$ cat config.mk
export PLATFORM = sky130hd
export DESIGN_NAME = hid_report_socd_filter_flat
export DESIGN_NICKNAME = d
export VERILOG_FILES = /design/src/rtl/hsf_pkg.sv /design/src/rtl/hsf_if.sv /design/src/rtl/hsf_pair.sv /design/src/rtl/hsf_filter.sv /design/src/rtl/hid_report_socd_filter.sv /design/src/flat_wrapper.sv
export SDC_FILE = /design/constraint.sdc
export NUM_CORES = 1
export LEC_CHECK = 0
export ABC_AREA = 0
export BUFFER_PORTS_ARGS = -buffer_cell sky130_fd_sc_hd__buf_2
export CAP_MARGIN = 30
export CORE_AREA = 3 3 122 112
export CTS_CLUSTER_DIAMETER = 100
export DETAILED_ROUTE_END_ITERATION = 16
export DIE_AREA = 0 0 125 115
export MAX_ROUTING_LAYER = met4
export PLACE_DENSITY = 0.73
export SLEW_MARGIN = 10
export SYNTH_ARGS = -nofsm -noshare
export SYNTH_HDL_FRONTEND = slang
export SYNTH_SLANG_ARGS = --single-unit
$ cat constraint.sdc
create_clock -name clk -period 4.15 [get_ports clk]
set_clock_uncertainty 0.05 [all_clocks]
set_input_delay 0.415 -clock clk [delete_from_list [all_inputs] [get_ports clk]]
set_output_delay 0.415 -clock clk [all_outputs]
set_load 0.05 [all_outputs]
$ cat src/rtl/hsf_pkg.sv
// hsf_pkg: types and constants for the HID report SOCD filter.
// No dependencies; used by hsf_pair, hsf_filter, hid_report_socd_filter and hsf_checker.
`default_nettype none
package hsf_pkg;

  localparam int unsigned NKEYS      = 6;
  localparam int unsigned SLOT_COUNT = 3;
  localparam int unsigned POS_W      = $clog2(NKEYS);

  localparam logic [7:0] CTRL_MASK    = 8'h11;
  localparam logic [7:0] USAGE_DIGIT1 = 8'h1E;
  localparam logic [7:0] USAGE_DIGITN = 8'(USAGE_DIGIT1 + SLOT_COUNT - 1);
  localparam logic [7:0] USAGE_A      = 8'h04;
  localparam logic [7:0] USAGE_D      = 8'h07;
  localparam logic [7:0] USAGE_S      = 8'h16;
  localparam logic [7:0] USAGE_W      = 8'h1A;
  localparam logic [7:0] USAGE_RIGHT  = 8'h4F;
  localparam logic [7:0] USAGE_LEFT   = 8'h50;
  localparam logic [7:0] USAGE_DOWN   = 8'h51;
  localparam logic [7:0] USAGE_UP     = 8'h52;

  localparam logic [1:0] WIN_NONE = 2'd0;
  localparam logic [1:0] WIN_LO   = 2'd1;
  localparam logic [1:0] WIN_HI   = 2'd2;

  typedef logic [NKEYS-1:0][7:0] keys_t;

  typedef struct packed {
    logic [7:0] modifier_bits;
    keys_t      keys;
  } report_t;

  typedef struct packed {
    logic       forwarded;
    logic [7:0] modifier_bits;
    keys_t      keys;
    logic       switch_request;
    logic [3:0] switch_slot;
  } result_t;

  typedef struct packed {
    logic       prev_left;
    logic       prev_right;
    logic       prev_up;
    logic       prev_down;
    logic [1:0] h_winner;
    logic [1:0] v_winner;
  } socd_state_t;

  typedef struct packed {
    logic             lo_hit;
    logic             hi_hit;
    logic [POS_W-1:0] lo_pos;
    logic [POS_W-1:0] hi_pos;
    logic             prev_lo;
    logic             prev_hi;
    logic [1:0]       winner;
  } pair_in_t;

endpackage
`default_nettype wire

$ cat src/rtl/hsf_if.sv
// hsf_report_if / hsf_result_if: valid/ready channels of the SOCD filter.
// Depends on nothing; payload fields match the report and result items.
`default_nettype none
interface hsf_report_if;
  logic       valid;
  logic       ready;
  logic [7:0] modifier_bits;
  logic [7:0] key_0;
  logic [7:0] key_1;
  logic [7:0] key_2;
  logic [7:0] key_3;
  logic [7:0] key_4;
  logic [7:0] key_5;

  modport source (output valid, modifier_bits, key_0, key_1, key_2, key_3, key_4, key_5,
                  input ready);
  modport sink (input valid, modifier_bits, key_0, key_1, key_2, key_3, key_4, key_5,
                output ready);
endinterface

interface hsf_result_if;
  logic       valid;
  logic       ready;
  logic       forwarded;
  logic [7:0] out_modifier_bits;
  logic [7:0] out_key_0;
  logic [7:0] out_key_1;
  logic [7:0] out_key_2;
  logic [7:0] out_key_3;
  logic [7:0] out_key_4;
  logic [7:0] out_key_5;
  logic       switch_request;
  logic [3:0] switch_slot;

  modport source (output valid, forwarded, out_modifier_bits, out_key_0, out_key_1,
                  out_key_2, out_key_3, out_key_4, out_key_5, switch_request,
                  switch_slot, input ready);
  modport sink (input valid, forwarded, out_modifier_bits, out_key_0, out_key_1,
                out_key_2, out_key_3, out_key_4, out_key_5, switch_request,
                switch_slot, output ready);
endinterface
`default_nettype wire

$ cat src/rtl/hsf_pair.sv
// hsf_pair: last-win resolution of one opposing key pair.
// Depends on hsf_pkg.
`default_nettype none
module hsf_pair (
  input  hsf_pkg::pair_in_t              pin,
  output logic [1:0]                     winner_nxt,
  output logic [hsf_pkg::NKEYS-1:0]      clear_mask
);
  import hsf_pkg::*;

  logic [1:0] win;

  always_comb begin
    win = pin.winner;
    if (!pin.prev_lo && pin.prev_hi) begin
      win = WIN_LO;
    end else if (pin.prev_lo != pin.prev_hi) begin
      win = WIN_HI;
    end else if (!pin.prev_lo) begin
      win = WIN_HI;
    end
    if (pin.lo_hit && pin.hi_hit) begin
      winner_nxt = win;
      if (win == WIN_LO) begin
        clear_mask = NKEYS'(1) << pin.hi_pos;
      end else begin
        clear_mask = NKEYS'(1) << pin.lo_pos;
      end
    end else begin
      winner_nxt = WIN_NONE;
      clear_mask = '0;
    end
  end

endmodule
`default_nettype wire

$ cat src/rtl/hsf_filter.sv
// hsf_filter: switch-combo detection and SOCD cleaning of one report.
// Depends on hsf_pkg and hsf_pair.
`default_nettype none
module hsf_filter (
  input  hsf_pkg::report_t     rpt,
  input  logic                 switch_enable,
  input  hsf_pkg::socd_state_t st,
  output hsf_pkg::result_t     res,
  output hsf_pkg::socd_state_t st_nxt
);
  import hsf_pkg::*;

  logic             digit_hit;
  logic [3:0]       digit_slot;
  logic             consume;
  logic             l_hit, r_hit, u_hit, d_hit;
  logic [POS_W-1:0] l_pos, r_pos, u_pos, d_pos;
  pair_in_t         h_in, v_in;
  logic [1:0]       h_win, v_win;
  logic [NKEYS-1:0] h_clr, v_clr;

  always_comb begin
    digit_hit  = 1'b0;
    digit_slot = '0;
    l_hit = 1'b0; r_hit = 1'b0; u_hit = 1'b0; d_hit = 1'b0;
    l_pos = '0;   r_pos = '0;   u_pos = '0;   d_pos = '0;
    for (int i = 0; i < NKEYS; i++) begin
      if (rpt.keys[i] >= USAGE_DIGIT1 && rpt.keys[i] <= USAGE_DIGITN) begin
        digit_hit  = 1'b1;
        digit_slot = 4'(rpt.keys[i] - USAGE_DIGIT1);
      end
      if (rpt.keys[i] == USAGE_A || rpt.keys[i] == USAGE_LEFT) begin
        l_hit = 1'b1;
        l_pos = POS_W'(i);
      end
      if (rpt.keys[i] == USAGE_D || rpt.keys[i] == USAGE_RIGHT) begin
        r_hit = 1'b1;
        r_pos = POS_W'(i);
      end
      if (rpt.keys[i] == USAGE_W || rpt.keys[i] == USAGE_UP) begin
        u_hit = 1'b1;
        u_pos = POS_W'(i);
      end
      if (rpt.keys[i] == USAGE_S || rpt.keys[i] == USAGE_DOWN) begin
        d_hit = 1'b1;
        d_pos = POS_W'(i);
      end
    end
  end

  assign consume = switch_enable && (|(rpt.modifier_bits & CTRL_MASK)) && digit_hit;

  assign h_in = '{lo_hit: l_hit, hi_hit: r_hit, lo_pos: l_pos, hi_pos: r_pos,
                  prev_lo: st.prev_left, prev_hi: st.prev_right, winner: st.h_winner};
  assign v_in = '{lo_hit: u_hit, hi_hit: d_hit, lo_pos: u_pos, hi_pos: d_pos,
                  prev_lo: st.prev_up, prev_hi: st.prev_down, winner: st.v_winner};

  hsf_pair u_pair_h (.pin(h_in), .winner_nxt(h_win), .clear_mask(h_clr));
  hsf_pair u_pair_v (.pin(v_in), .winner_nxt(v_win), .clear_mask(v_clr));

  always_comb begin
    if (consume) begin
      res    = '0;
      res.switch_request = 1'b1;
      res.switch_slot    = digit_slot;
      st_nxt = st;
    end else begin
      res.forwarded      = 1'b1;
      res.modifier_bits  = rpt.modifier_bits;
      res.switch_request = 1'b0;
      res.switch_slot    = '0;
      for (int i = 0; i < NKEYS; i++) begin
        res.keys[i] = (h_clr[i] || v_clr[i]) ? 8'h00 : rpt.keys[i];
      end
      st_nxt = '{prev_left: l_hit, prev_right: r_hit, prev_up: u_hit,
                 prev_down: d_hit, h_winner: h_win, v_winner: v_win};
    end
  end

endmodule
`default_nettype wire

$ cat src/rtl/hid_report_socd_filter.sv
// hid_report_socd_filter: top level; input register, filter logic, result register.
// Depends on hsf_pkg, hsf_if (hsf_report_if, hsf_result_if) and hsf_filter.
//
//   channel  | dir | handshake       | content
//   in_rpt   | in  | valid/ready     | modifier byte, six key codes
//   out_res  | out | valid/ready     | forwarded flag, cleaned report, switch request
//   cfg_*    | in  | cfg_we (no ack) | switch_enable
//
// Input register, then result register; one item per cycle sustained while out_res.ready stays high.
// The SOCD state updates when an item moves from the input register into the
// result register, so items are cleaned strictly in arrival order.
// A stalled result holds the result register; the input register fills behind it.
// rst_n is synchronous and clears both valid flags, the SOCD state and sets switch_enable.
`default_nettype none
module hid_report_socd_filter (
  input  logic                clk,
  input  logic                rst_n,
  hsf_report_if.sink          in_rpt,
  hsf_result_if.source        out_res,
  input  logic                cfg_we,
  input  logic                cfg_wdata
);
  import hsf_pkg::*;

  logic        in_v_r, in_v_nxt;
  report_t     rpt_r;
  logic        out_v_r, out_v_nxt;
  result_t     res_r;
  socd_state_t st_r, st_nxt;
  logic        sw_en_r;
  logic        in_acc, adv;
  result_t     res_c;

  assign adv    = in_v_r && (!out_v_r || out_res.ready);
  assign in_rpt.ready = !in_v_r || !out_v_r || out_res.ready;
  assign in_acc = in_rpt.valid && in_rpt.ready;

  assign in_v_nxt  = in_acc ? 1'b1 : (adv ? 1'b0 : in_v_r);
  assign out_v_nxt = adv ? 1'b1 : (out_res.ready ? 1'b0 : out_v_r);

  hsf_filter u_filter (
    .rpt           (rpt_r),
    .switch_enable (sw_en_r),
    .st            (st_r),
    .res           (res_c),
    .st_nxt        (st_nxt)
  );

  always_ff @(posedge clk) begin
    if (!rst_n) begin
      in_v_r  <= 1'b0;
      out_v_r <= 1'b0;
      st_r    <= '0;
      sw_en_r <= 1'b1;
    end else begin
      in_v_r  <= in_v_nxt;
      out_v_r <= out_v_nxt;
      if (adv) begin
        st_r <= st_nxt;
      end
      if (cfg_we) begin
        sw_en_r <= cfg_wdata;
      end
    end
  end

  always_ff @(posedge clk) begin
    if (in_acc) begin
      rpt_r <= '{modifier_bits: in_rpt.modifier_bits,
                 keys: {in_rpt.key_5, in_rpt.key_4, in_rpt.key_3,
                        in_rpt.key_2, in_rpt.key_1, in_rpt.key_0}};
    end
    if (adv) begin
      res_r <= res_c;
    end
  end

  assign out_res.valid             = out_v_r;
  assign out_res.forwarded         = res_r.forwarded;
  assign out_res.out_modifier_bits = res_r.modifier_bits;
  assign out_res.out_key_0         = res_r.keys[0];
  assign out_res.out_key_1         = res_r.keys[1];
  assign out_res.out_key_2         = res_r.keys[2];
  assign out_res.out_key_3         = res_r.keys[3];
  assign out_res.out_key_4         = res_r.keys[4];
  assign out_res.out_key_5         = res_r.keys[5];
  assign out_res.switch_request    = res_r.switch_request;
  assign out_res.switch_slot       = res_r.switch_slot;

endmodule
`default_nettype wire

$ cat src/flat_wrapper.sv
// flat-port wrapper written by rule: the top's interface ports become plain ports
module hid_report_socd_filter_flat import hsf_pkg::*;
  (clk, rst_n, cfg_we, cfg_wdata, in_rpt_valid, in_rpt_modifier_bits, in_rpt_key_0, in_rpt_key_1, in_rpt_key_2, in_rpt_key_3, in_rpt_key_4, in_rpt_key_5, in_rpt_ready, out_res_valid, out_res_forwarded, out_res_out_modifier_bits, out_res_out_key_0, out_res_out_key_1, out_res_out_key_2, out_res_out_key_3, out_res_out_key_4, out_res_out_key_5, out_res_switch_request, out_res_switch_slot, out_res_ready);
  hsf_report_if in_rpt_i ();
  hsf_result_if out_res_i ();
  input  logic clk;
  input  logic rst_n;
  input  logic cfg_we;
  input  logic cfg_wdata;
  input wire logic [$bits(in_rpt_i.valid)-1:0] in_rpt_valid;
  input wire logic [$bits(in_rpt_i.modifier_bits)-1:0] in_rpt_modifier_bits;
  input wire logic [$bits(in_rpt_i.key_0)-1:0] in_rpt_key_0;
  input wire logic [$bits(in_rpt_i.key_1)-1:0] in_rpt_key_1;
  input wire logic [$bits(in_rpt_i.key_2)-1:0] in_rpt_key_2;
  input wire logic [$bits(in_rpt_i.key_3)-1:0] in_rpt_key_3;
  input wire logic [$bits(in_rpt_i.key_4)-1:0] in_rpt_key_4;
  input wire logic [$bits(in_rpt_i.key_5)-1:0] in_rpt_key_5;
  output wire logic [$bits(in_rpt_i.ready)-1:0] in_rpt_ready;
  output wire logic [$bits(out_res_i.valid)-1:0] out_res_valid;
  output wire logic [$bits(out_res_i.forwarded)-1:0] out_res_forwarded;
  output wire logic [$bits(out_res_i.out_modifier_bits)-1:0] out_res_out_modifier_bits;
  output wire logic [$bits(out_res_i.out_key_0)-1:0] out_res_out_key_0;
  output wire logic [$bits(out_res_i.out_key_1)-1:0] out_res_out_key_1;
  output wire logic [$bits(out_res_i.out_key_2)-1:0] out_res_out_key_2;
  output wire logic [$bits(out_res_i.out_key_3)-1:0] out_res_out_key_3;
  output wire logic [$bits(out_res_i.out_key_4)-1:0] out_res_out_key_4;
  output wire logic [$bits(out_res_i.out_key_5)-1:0] out_res_out_key_5;
  output wire logic [$bits(out_res_i.switch_request)-1:0] out_res_switch_request;
  output wire logic [$bits(out_res_i.switch_slot)-1:0] out_res_switch_slot;
  input wire logic [$bits(out_res_i.ready)-1:0] out_res_ready;
  assign in_rpt_i.valid = in_rpt_valid;
  assign in_rpt_i.modifier_bits = in_rpt_modifier_bits;
  assign in_rpt_i.key_0 = in_rpt_key_0;
  assign in_rpt_i.key_1 = in_rpt_key_1;
  assign in_rpt_i.key_2 = in_rpt_key_2;
  assign in_rpt_i.key_3 = in_rpt_key_3;
  assign in_rpt_i.key_4 = in_rpt_key_4;
  assign in_rpt_i.key_5 = in_rpt_key_5;
  assign in_rpt_ready = in_rpt_i.ready;
  assign out_res_valid = out_res_i.valid;
  assign out_res_forwarded = out_res_i.forwarded;
  assign out_res_out_modifier_bits = out_res_i.out_modifier_bits;
  assign out_res_out_key_0 = out_res_i.out_key_0;
  assign out_res_out_key_1 = out_res_i.out_key_1;
  assign out_res_out_key_2 = out_res_i.out_key_2;
  assign out_res_out_key_3 = out_res_i.out_key_3;
  assign out_res_out_key_4 = out_res_i.out_key_4;
  assign out_res_out_key_5 = out_res_i.out_key_5;
  assign out_res_switch_request = out_res_i.switch_request;
  assign out_res_switch_slot = out_res_i.switch_slot;
  assign out_res_i.ready = out_res_ready;
  hid_report_socd_filter u_core (.clk(clk), .rst_n(rst_n), .in_rpt(in_rpt_i), .out_res(out_res_i), .cfg_we(cfg_we), .cfg_wdata(cfg_wdata));
endmodule
==> impl_results.md <==
- Post-route minimum period: 3.07 ns
- Cells after synthesis: 477
- Drt first pass iters: 4
- Worst R2R Start: u_core.rpt_r[33]
- Number of global-route vias before repair: 4315
- Leakage: 2.93 nW
- # port buffers: 125
- Number of synthesized flops with an enable pin: 118
- Max frequency: 326 MHz
- Vias per cell: 5.59
- CTS tree: built
- Via count: 4428
- Main synth FF type: edfxtp_1
- Global Route Usage Sum: 20.8%
- VDD IR max: 0.501 mV
- Wire per inst: 17.8 µm
- Synth top cells by count: edfxtp_1, and2_1, nor2_1, nand2_1
- Setup repair bufs after CTS: 0
- # resized after CTS: 0
- CP max stage cell: edfxtp_1
- Core footprint: 12600 µm²
- Final Slew Violations: 0
- Flop2flop setup slack: 1.08 ns
- #FFs+latches synth: 129
- Min-Delay Startpoint: in_rpt_key_3[0]
- Outcome: complete, no violations
- Hold WC Path Type: in -> reg
- ANT nets after route: 0
- Die height: 115 µm
- Drt drc: 0
- RSZ-0062 raised after global routing: false
- Register Area: 3760 µm²
- CP Data Arrival Time: 3.30 ns
- Critical setup path kind: reg -> reg
- Longest Clk Path Bufs: 2
- Syn nets: 552
- Worst hold path endpoint: u_core.rpt_r[24]
- Hold buffers post-CTS: 0
- Reg-to-Reg End: u_core.out_res.out_key_1[6]
- Initial antenna violation count: 0
- Slew Limit Headroom: 44.5%
- Worst-path clk slew: 0.05 ns
- Worst setup EP type: flop
- Final nets: 690
- Die ar.: 14400 µm²
- R2R depth: 9
- Seq/Total Area, Yosys: 61.1%
- Final period util: 73.9%
- Top cells by area, synth: edfxtp_1, and2_1, dfxtp_1
- Crit start category: flop
- Clock sinks: 129
- CP max stage delay: 0.47 ns
- Cell Chain, Critical Path: inv_1 -> ha_1 -> and3b_1 -> a32oi_1 -> nand4_1 -> o31ai_4 -> inv_2 -> a221oi_2 -> and2_1
- Initial Util: 49.0%
- Detail Placement HPWL: 10400 µm
- Critical Path RT: 4.38 ns
- GPL Wtd Cong: 0.911
- Die W: 125 µm
- MaxCap Viol Count: 0
- Async S/R FF share, synth: 0%
- Hold Crit Depth: 1
- Antenna Cells: 0
- Cell variety after synth: 80
- Synth Cell Area: 6160 µm²
- Most frequent cell after synthesis: edfxtp_1
- Site row count: 39
- Largest net degree at the start of global routing: 57
- IO Pins: 126
- Mean Syn Cell Area: 12.9 µm²
- Fill cell count: 1004
- CTS Buf Count: 17
- H-tree Lvls: 4
- Pwr dens: 443 nW/µm²
- TNS Setup: 0 ns
- Routed wire length: 14100 µm
- Maximum fanout along the worst path: 9
- Ys Warns: 0
- Layout cell share with drive strength beyond 1: 29.3%
- Top cell type's share of synthesized area: 57.5%
- Hold Violations, Final: 0
- Hold slack: 0.121 ns
- Total congestion overflow: 0
- Post-synth top area cell: edfxtp_1
- Multi-input combinational cell area: 2290 µm²
- First-pass GRT wire length: 22400 µm
- Worst-Skew Late Latency: 0.41 ns
- Setup violations, final: 0
- Initial DRC Count: 316
- Worst slew pin tran: 0.825 ns
- Synth-to-Final Area Change: 22.7%
- Root buffer cell: clkbuf_16
area by class of cell:
cell class,instances,share of cell area [%]
Clock buffer,25,6.29
Clock inverter,7,1.46
Inverter,18,0.893
Multi-Input combinational cell,321,30.3
Sequential cell,129,49.8
Tap cell,164,2.71
Timing Repair Buffer,128,8.57
report_power, final:
group,total [mW],switching [mW],internal (mW)
registers,1.56,0.0582,1.50
logic,0.317,0.216,0.101
clock network,1.47,0.502,0.971
total,3.35,0.776,2.58
sequential cells by signal, indices dropped and copies added (netlist names):
register	count
u_core.rpt_r	56
u_core.out_res.out_key_0	8
u_core.out_res.out_key_1	8
u_core.out_res.out_key_2	8
u_core.out_res.out_key_3	8
u_core.out_res.out_key_4	8
u_core.out_res.out_key_5	8
u_core.out_res.out_modifier_bits	8
u_core.st_r	8
u_core.out_res.switch_slot	4
u_core.in_v_r	1
u_core.out_res.forwarded	1
u_core.out_res.switch_request	1
u_core.out_res.valid	1
u_core.sw_en_r	1
per-layer routing:
| metal | wire length, µm | track usage (%) | share of wire [%] |
|---|---|---|---|
| met1 | 6250 | 26.3 | 44 |
| met2 | 6850 | 32.8 | 49 |
| met3 | 792 | 5.99 | 5.6 |
| met4 | 188 | 6.50 | 1.3 |
| met5 | 0 | - | 0 |
metrics by stage:
step,util [%],worst slack [ns],power (mW),instance area [µm²],std cells
after floorplan,-,0.879,1.80,6170,477
after global placement,55.4,1.10,1.90,6980,760
after detailed placement,55.4,1.09,1.91,6980,760
after CTS,60.1,1.09,3.37,7560,792
after global routing,60.1,0.824,3.48,7560,792
final,60.1,1.08,3.35,7560,792
cells in the final DEF (no fill, tap or decap), types with 5 or more instances in the layout:
cell	n
buf_2	125
edfxtp_1	118
and2_1	35
nor2_1	31
nand2_1	29
inv_1	17
nor3_1	17
clkbuf_16	17
ha_1	13
nand3_1	12
nor3b_1	11
a21oi_1	11
dfxtp_1	11
nor2b_1	8
nor4_1	8
xor2_1	8
o21ai_0	8
nand4_1	6
nand2b_1	6
nand3b_1	6
clkbuf_1	6
and3b_1	5
cells by family after synthesis:
group | count (synthesis) | share of synthesized area [%]
flops | 129 | 61.1
xor+xnor | 12 | 1.71
fa+ha+maj | 13 | 2.64
simple gates | 216 | 21.5
mux | 4 | 0.650
buf+inv | 27 | 1.87
compound gates | 76 | 10.6
worst max-delay path, delay by kind of cell, from the launching register on:
family                   cells  cell delay [ns]
AO/OA/AOI/OAI                3             1.26
AND/OR/NAND/NOR              3             0.64
flip-flops                   1             0.47
buffers and inverters        2             0.30
adder cells (fa/ha/maj)      1             0.20
worst max-delay path by stage:
stage                              start                           to  slack (ns)
global route            u_core.rpt_r[33]  u_core.out_res.out_key_1[6]        0.82
finish                  u_core.rpt_r[33]  u_core.out_res.out_key_1[6]        1.08
detailed placement      u_core.rpt_r[33]  u_core.out_res.out_key_1[6]        1.09
floorplan           u_core.out_res.valid               u_core.st_r[1]        0.88
global placement        u_core.rpt_r[33]  u_core.out_res.out_key_1[6]        1.10
CTS                     u_core.rpt_r[33]  u_core.out_res.out_key_1[6]        1.09
Power figures use the tool's default switching activity.
